File: src/hdl/wgm_pkg.sv
// Shared types, character constants and helpers for the wildcard glob matcher.
// Used by wgm_cell and wildcard_glob_matcher_core; depends on nothing else.
`timescale 1ns / 1ps

package wgm_pkg;

	typedef enum logic [1:0] {
		OP_CLEAR   = 2'd0,
		OP_APPEND  = 2'd1,
		OP_SUBJECT = 2'd2,
		OP_END     = 2'd3
	} op_t;

	localparam logic [7:0] CH_STAR  = 8'h2A;
	localparam logic [7:0] CH_ANY   = 8'h3F;
	localparam logic [7:0] CH_DOT   = 8'h2E;
	localparam logic [7:0] CH_UP_A  = 8'h41;
	localparam logic [7:0] CH_UP_Z  = 8'h5A;
	localparam logic [7:0] CASE_GAP = 8'h20;

	// Broadcast from the top level to every cell in the chain.
	typedef struct packed {
		logic       take;
		op_t        op;
		logic [7:0] char_code;
		logic [7:0] char_lc;
	} ctl_t;

	function automatic logic [7:0] fold_case(input logic [7:0] c);
		logic [7:0] r;
		r = c;
		if (c >= CH_UP_A && c <= CH_UP_Z) begin
			r = c + CASE_GAP;
		end
		return r;
	endfunction

endpackage

File: src/hdl/wgm_cell.sv
// One pattern cell: a stored pattern byte, its in-use bit and the NFA bit of
// the position after it. Depends on wgm_pkg.
`timescale 1ns / 1ps

module wgm_cell (
	input  logic          clk,
	input  logic          arst_n,
	input  wgm_pkg::ctl_t ctl,
	input  logic          prev_used,
	input  logic          next_used,
	input  logic          closed_in,
	input  logic          stay_in,
	output logic          closed_out,
	output logic          stay_out,
	output logic          used,
	output logic          hit,
	output logic [7:0]    pat_byte
);

	logic [7:0] byte_q;
	logic       used_q;
	logic       act_q;
	logic       is_star;
	logic       is_any;
	logic       is_eq;
	logic       live;
	logic       adv;
	logic       wr_en;

	assign is_star = (byte_q == wgm_pkg::CH_STAR);
	assign is_any  = (byte_q == wgm_pkg::CH_ANY);
	assign is_eq   = (wgm_pkg::fold_case(byte_q) == ctl.char_lc);

	// closed_in is the star-closed state of the position this byte starts from
	assign live       = closed_in & used_q;
	assign stay_out   = live & is_star;
	assign adv        = live & ~is_star & (is_any | is_eq);
	assign closed_out = act_q | stay_out;
	assign hit        = closed_out & used_q & ~next_used;

	assign used     = used_q;
	assign pat_byte = byte_q;

	// first free cell takes the appended byte
	assign wr_en = ctl.take && (ctl.op == wgm_pkg::OP_APPEND) && prev_used && !used_q;

	always_ff @(posedge clk) begin
		if (wr_en) begin
			byte_q <= ctl.char_code;
		end
	end

	always_ff @(posedge clk or negedge arst_n) begin
		if (!arst_n) begin
			used_q <= 1'b0;
			act_q  <= 1'b0;
		end else if (ctl.take) begin
			case (ctl.op)
				wgm_pkg::OP_CLEAR: begin
					used_q <= 1'b0;
					act_q  <= 1'b0;
				end
				wgm_pkg::OP_APPEND: begin
					if (wr_en) begin
						used_q <= 1'b1;
					end
					act_q <= 1'b0;
				end
				wgm_pkg::OP_SUBJECT: begin
					act_q <= adv | stay_in;
				end
				wgm_pkg::OP_END: begin
					act_q <= 1'b0;
				end
				default: begin
					act_q <= act_q;
				end
			endcase
		end
	end

endmodule

File: src/hdl/wildcard_glob_matcher_core.sv
// Top level of the wildcard glob matcher: control, chain of wgm_cell
// instances, verdict logic and result register. Depends on wgm_pkg, wgm_cell.
`timescale 1ns / 1ps

// Usage
//   Item channel (item_valid/item_stall, op, char_code): op selects clear
//   pattern, append pattern byte, subject byte or end of subject. Every op
//   but end of subject is always taken and never stalls.
//   Result channel (result_valid/result_stall, matched, pattern_overflow):
//   one transaction per end-of-subject item, valid the cycle after that item
//   is accepted.
//   Throughput is one item per cycle while item_stall is low. Each subject
//   byte updates all PATTERN_MAX cells at once; the star closure ripples
//   through the chain of cells within that cycle.
//   While a result waits under result_stall, the block keeps taking items;
//   only a further end-of-subject item is held off with item_stall until the
//   result register drains.
//   After reset the pattern is empty (matches everything), no overflow is
//   flagged and the result register is empty. Appends beyond PATTERN_MAX
//   bytes are dropped and flagged until the next clear.
module wildcard_glob_matcher_core #(
	parameter int PATTERN_MAX = 32
) (
	input  logic       clk,
	input  logic       arst_n,
	input  logic       item_valid,
	output logic       item_stall,
	input  logic [1:0] op,
	input  logic [7:0] char_code,
	output logic       result_valid,
	input  logic       result_stall,
	output logic       matched,
	output logic       pattern_overflow
);

	wgm_pkg::ctl_t            ctl;
	wgm_pkg::op_t             op_c;
	logic                     take;
	logic [PATTERN_MAX-1:0]   used_v;
	logic [PATTERN_MAX+1:0]   used_ext;
	logic [PATTERN_MAX:0]     closed_v;
	logic [PATTERN_MAX:0]     stay_v;
	logic [PATTERN_MAX-1:0]   hit_v;
	logic [7:0]               byte_v [PATTERN_MAX];
	logic                     pos0_q;
	logic                     ovf_q;
	logic                     res_valid_q;
	logic                     matched_q;
	logic                     res_ovf_q;
	logic                     all_match;
	logic                     hit;

	assign op_c       = wgm_pkg::op_t'(op);
	assign item_stall = res_valid_q & result_stall & (op_c == wgm_pkg::OP_END);
	assign take       = item_valid & ~item_stall;

	assign ctl.take      = take;
	assign ctl.op        = op_c;
	assign ctl.char_code = char_code;
	assign ctl.char_lc   = wgm_pkg::fold_case(char_code);

	// padded in-use vector: a used cell before cell 0, an empty one after the last
	assign used_ext    = {1'b0, used_v, 1'b1};
	assign closed_v[0] = pos0_q;
	assign stay_v[PATTERN_MAX] = 1'b0;

	for (genvar i = 0; i < PATTERN_MAX; i++) begin : g_cell
		wgm_cell u_cell (
			.clk        (clk),
			.arst_n     (arst_n),
			.ctl        (ctl),
			.prev_used  (used_ext[i]),
			.next_used  (used_ext[i+2]),
			.closed_in  (closed_v[i]),
			.stay_in    (stay_v[i+1]),
			.closed_out (closed_v[i+1]),
			.stay_out   (stay_v[i]),
			.used       (used_v[i]),
			.hit        (hit_v[i]),
			.pat_byte   (byte_v[i])
		);
	end

	// empty pattern, or exactly "*.*"
	assign all_match = ~used_v[0] |
		(used_v[2] & ~used_ext[4] &
		 (byte_v[0] == wgm_pkg::CH_STAR) &
		 (byte_v[1] == wgm_pkg::CH_DOT) &
		 (byte_v[2] == wgm_pkg::CH_STAR));
	assign hit = all_match | (|hit_v);

	always_ff @(posedge clk or negedge arst_n) begin
		if (!arst_n) begin
			pos0_q <= 1'b1;
			ovf_q  <= 1'b0;
		end else if (take) begin
			case (op_c)
				wgm_pkg::OP_CLEAR: begin
					pos0_q <= 1'b1;
					ovf_q  <= 1'b0;
				end
				wgm_pkg::OP_APPEND: begin
					pos0_q <= 1'b1;
					if (used_v[PATTERN_MAX-1]) begin
						ovf_q <= 1'b1;
					end
				end
				wgm_pkg::OP_SUBJECT: begin
					pos0_q <= stay_v[0];
				end
				wgm_pkg::OP_END: begin
					pos0_q <= 1'b1;
				end
				default: begin
					pos0_q <= pos0_q;
				end
			endcase
		end
	end

	always_ff @(posedge clk or negedge arst_n) begin
		if (!arst_n) begin
			res_valid_q <= 1'b0;
		end else if (take && op_c == wgm_pkg::OP_END) begin
			res_valid_q <= 1'b1;
		end else if (!result_stall) begin
			res_valid_q <= 1'b0;
		end
	end

	always_ff @(posedge clk) begin
		if (take && op_c == wgm_pkg::OP_END) begin
			matched_q <= hit;
			res_ovf_q <= ovf_q;
		end
	end

	assign result_valid     = res_valid_q;
	assign matched          = matched_q;
	assign pattern_overflow = res_ovf_q;

`ifndef ASSERT_OFF
	a_stall_only_when_full: assert property (@(posedge clk) disable iff (!arst_n)
		item_stall |-> result_valid)
		else $error("item stalled with empty result register");

	a_end_gives_result: assert property (@(posedge clk) disable iff (!arst_n)
		(take && op_c == wgm_pkg::OP_END) |=> result_valid)
		else $error("end of subject accepted but no result transaction");

	a_clear_empties: assert property (@(posedge clk) disable iff (!arst_n)
		(take && op_c == wgm_pkg::OP_CLEAR) |=> (!used_v[0] && !ovf_q && pos0_q))
		else $error("clear did not empty the pattern");

	a_used_contiguous: assert property (@(posedge clk) disable iff (!arst_n)
		((used_v & (used_v + PATTERN_MAX'(1))) == '0))
		else $error("pattern cells in use are not contiguous from cell 0");
`endif

endmodule

File: config.mk
export PLATFORM = sky130hd
export DESIGN_NAME = wildcard_glob_matcher_core
export DESIGN_NICKNAME = d
export VERILOG_FILES = /design/src/hdl/wgm_pkg.sv /design/src/hdl/wgm_cell.sv /design/src/hdl/wildcard_glob_matcher_core.sv
export SDC_FILE = /design/constraint.sdc
export NUM_CORES = 1
export LEC_CHECK = 0
export ABC_CLOCK_PERIOD_IN_PS = 3020
export BUFFER_PORTS_ARGS = -buffer_cell sky130_fd_sc_hd__buf_2
export CELL_PAD_IN_SITES_DETAIL_PLACEMENT = 0
export CELL_PAD_IN_SITES_GLOBAL_PLACEMENT = 2
export CORE_MARGIN = 1
export CORE_UTILIZATION = 45
export CTS_BUF_LIST = sky130_fd_sc_hd__clkbuf_4 sky130_fd_sc_hd__clkbuf_8
export DETAILED_ROUTE_END_ITERATION = 16
export PLACE_DENSITY_LB_ADDON = 0.1
export REMOVE_ABC_BUFFERS = 1
export SYNTH_ARGS = -nofsm -noshare
export SYNTH_HDL_FRONTEND = slang
export SYNTH_SLANG_ARGS = --single-unit
File: constraint.sdc
create_clock -name clk -period 3.02 [get_ports clk]
set_input_delay 0.302 -clock clk [delete_from_list [all_inputs] [get_ports clk]]
set_output_delay 0.302 -clock clk [all_outputs]
set_load 0.02 [all_outputs]
==> impl_metrics.csv <==
group,metric,value,unit
place,routabilityCongestion,0.917,
logic_synthesis,synth_xor_area_frac,0.116,
place,dp_hpwl,37200,um
worst_setup_path,crit_path_top_delay_cell,"or4b_4",
logic_synthesis,synthFlopType,"edfxtp_1",
routing,initialDrtViolationCount,1072,
worst_setup_path,cp.required,3.55,ns
clock_tree,ctsHtreeMaxLevel,2,
sta,worst_slew_pin_slew,0.843,ns
worst_setup_path,cp_top_family,"simple AND/OR/NAND/NOR gates",
worst_setup_path,crit_arrival,3.54,ns
logic_synthesis,synth_fa_ha_area_frac,0.0219,
sta,setup_tns,0,ns
final_layout,fillers,3636,
die,die_y,207,um
routing,drtPass1Iterations,6,
logic_synthesis,synth-seq-cells,325,
final_layout,diodes,0,
worst_setup_path,start_kind,"flip-flop",
die,pin_count,18,
routing,routed_wl,54600,um
worst_setup_path,crit_type,"reg2reg",
worst_setup_path,crit_chain,"or3_4 -> or4b_4 -> nor4_4 -> buf_4 -> nand4_4 -> o21ai_4 -> buf_6 -> o311a_4 -> buf_6 -> a21oi_4 -> o31ai_2",
clock_tree,cts.path.max_buffers,3,
die,dieArea,42800,um^2
clock_tree,cts_root_buf,"clkbuf_8",
logic_synthesis,synth_compound_area_frac,0.145,
power_and_ir_drop,p_per_area,470,nW/um^2
sta,fin_crit,3.00,ns
outcome,status,"finished, final reports clean",
worst_setup_path,crit_buf_inv,3,
final_layout,nNetsFinal,2105,
routing,vias,15300,
worst_setup_path,critPathMaxStageDelay,0.59,ns
sta,fmax,0.333,GHz
worst_setup_path,critPathMaxFanout,5,
logic_synthesis,ys_warn_count,0,
die,row_count,74,
die,initial_core_util,0.459,
worst_setup_path,crit_top_cell,"buf_6",
routing,route.antenna.remaining_nets,0,
die,fp.dieW,207,um
final_layout,drive_above_1_share,0.205,
logic_synthesis,ys_seq_area_frac,0.499,
routing,drc,0,
clock_tree,clk_pin_slew,0.06,ns
sta,max_slew_margin,0.438,
logic_synthesis,syn_area_per_cell,10.5,um^2
logic_synthesis,synthSimpleGateAreaFrac,0.193,
sta,finClkSkew,0.0196,ns
sta,report.final.hold_viol_count,0,
routing,viasPerCell,5.82,
global_route,grt_pass1_wl,83000,um
global_route,track_usage,0.258,
logic_synthesis,synthMuxAreaShare,0.000530,
sta,slew_violations,0,
place,post_dp_cell_area,21300,um^2
logic_synthesis,async_reset_ff_frac,0.206,
logic_synthesis,synth_area,18900,um^2
die,core_area,41100,um^2
logic_synthesis,ys_types,91,
global_route,antenna_found_initial,1,
clock_tree,cts.sinks,325,
sta,rsz0062_at_grt,"yes",
clock_tree,clkLatencyLatePin,0.63,ns
logic_synthesis,synth_top_family_by_area,"simple AND/OR/NAND/NOR gates",
power_and_ir_drop,cellLeakagePower,0.00826,uW
final_layout,syn_to_final_growth,21.4,%
worst_setup_path,critPathCaptureType,"flip-flop",
place,portBuffers,17,
global_route,grt_max_degree,65,
global_route,overflow,0,
power_and_ir_drop,irDropWorstVdd,0.364,mV
sta,setup_violations,0,
clock_tree,cts_tree,"yes",
routing,routedWlPerCell,20.7,um
hold_path,hold_path.class,"in2reg",
final_layout,fin_area,22900,um^2
clock_tree,cts_buffers,55,
logic_synthesis,synth_cells,1797,
logic_synthesis,synth_edf_count,258,
sta,fin_crit_sh,0.995,
job,maxCapViolations,0,
global_route,grt_pass1_vias,14500,
-- cell usage in the layout (no fill, tap or decap), types with 19 or more instances in the layout --
| master | count |
|---|---|
| ha_1 | 33 |
| a31oi_1 | 41 |
| nand2_1 | 92 |
| edfxtp_1 | 258 |
| dfrtp_1 | 66 |
| xor2_1 | 132 |
| nor2_1 | 143 |
| nor3_1 | 86 |
| or3_1 | 25 |
| xnor2_1 | 119 |
| nand3_1 | 83 |
| a41oi_1 | 19 |
| nor4_1 | 21 |
| buf_4 | 245 |
| clkbuf_8 | 60 |
| nor3b_1 | 25 |
| o21ai_0 | 64 |
| inv_1 | 51 |
| a21o_1 | 25 |
| a21oi_1 | 94 |
| nand4_1 | 47 |
-- power breakdown --
group / internal, uW / total [uW] / switching, uW
sequential: 5030 / 5160 / 131
combinational: 563 / 1430 / 869
clock: 2360 / 4170 / 1810
total: 7960 / 10800 / 2810
-- worst paths after layout --
kind                                                               from                                     end  slack, ns  depth (start not counted)
worst max register to register  g_cell[16].u_cell.pat_byte[4]$_DFFE_PP_     g_cell[29].u_cell.act_q$_DFFE_PN0P_       0.02                         11
worst max-delay path            g_cell[16].u_cell.pat_byte[4]$_DFFE_PP_     g_cell[29].u_cell.act_q$_DFFE_PN0P_       0.02                         11
min in group asynchronous                                        arst_n                result_valid$_DFFE_PN0P_       0.31                          2
max in group asynchronous                                        arst_n      g_cell[12].u_cell.used$_DFFE_PN0P_       2.03                          3
worst min register to register                        ovf_q$_DFFE_PN0P_              pattern_overflow$_DFFE_PP_       0.48                          0
worst min-delay path                                       char_code[2]  g_cell[9].u_cell.pat_byte[2]$_DFFE_PP_       0.19                          2
-- layer usage --
metal / global-route usage / share of wire / vias up
li1: - / - / 7390
met1: 0.370 / 0.48 / 7504
met3: 0.0419 / 0.050 / 75
met2: 0.401 / 0.45 / 380
met5: 0 / 0 / -
met4: 0.0769 / 0.023 / 0
-- stage by stage --
stage / std cells / power, uW / setup slack, ns / hold slack (ns) / util
CTS: 2629 / 10900 / -0.00980 / 0.131 / 0.550
floorplan: 1732 / 5910 / -1.03 / 0.00641 / -
finish: 2636 / 10800 / 0.0157 / 0.191 / 0.557
detailed placement: 2521 / 6660 / -0.396 / 0.440 / 0.519
global placement: 2521 / 6640 / -0.474 / 0.433 / 0.519
global route: 2636 / 11200 / -0.0878 / 0.185 / 0.557
-- sequential cells by signal, summed over array words and instances (netlist names) --
signal	count
g_cell.u_cell.pat_byte	256
g_cell.u_cell.act_q	32
g_cell.u_cell.used	32
matched	1
ovf_q	1
pattern_overflow	1
pos0_q	1
result_valid	1
-- area by class of cell --
class	count	area (um^2)	share of cell area
clock buffer	75	938	0.0410
clock inverter	28	234	0.0102
inverter	51	191	0.00836
multi-input combinational	1356	9350	0.408
sequential	325	9430	0.411
tap	532	666	0.0291
timing repair buffer	269	2110	0.0920
-- synthesized netlist by cell type (25+ instances only) --
library cell,n,area share
a21o_1,25,0.0099
a21oi_1,95,0.025
a31oi_1,44,0.015
clkbuf_1,43,0.0085
dfrtp_1,66,0.087
edfxtp_1,258,0.41
ha_1,33,0.022
inv_1,51,0.010
nand2_1,92,0.018
nand3_1,84,0.022
nand4_1,47,0.016
nor2_1,145,0.029
nor3_1,89,0.024
nor3b_1,25,0.0099
o21ai_0,66,0.017
or3_1,27,0.0089
xnor2_1,119,0.055
xor2_1,132,0.061
-- what timing repair did --
action	in CTS	in global routing
hold buffers	3	0
pin swaps	4	26
hold endpoints to repair	54	0
cloned	0	0
buffers inserted	2	7
resized for setup	12	42
setup endpoints to repair	12	18
-- logic make-up after synthesis --
logic type / Yosys count
AND/OR/NAND/NOR: 668
AO/OA/AOI/OAI: 403
flip-flops: 325
XOR/XNOR: 251
buffers and inverters: 116
adder cells (fa/ha/maj): 33
multiplexers: 1
Note: power is estimated with default switching activity, not from simulation.
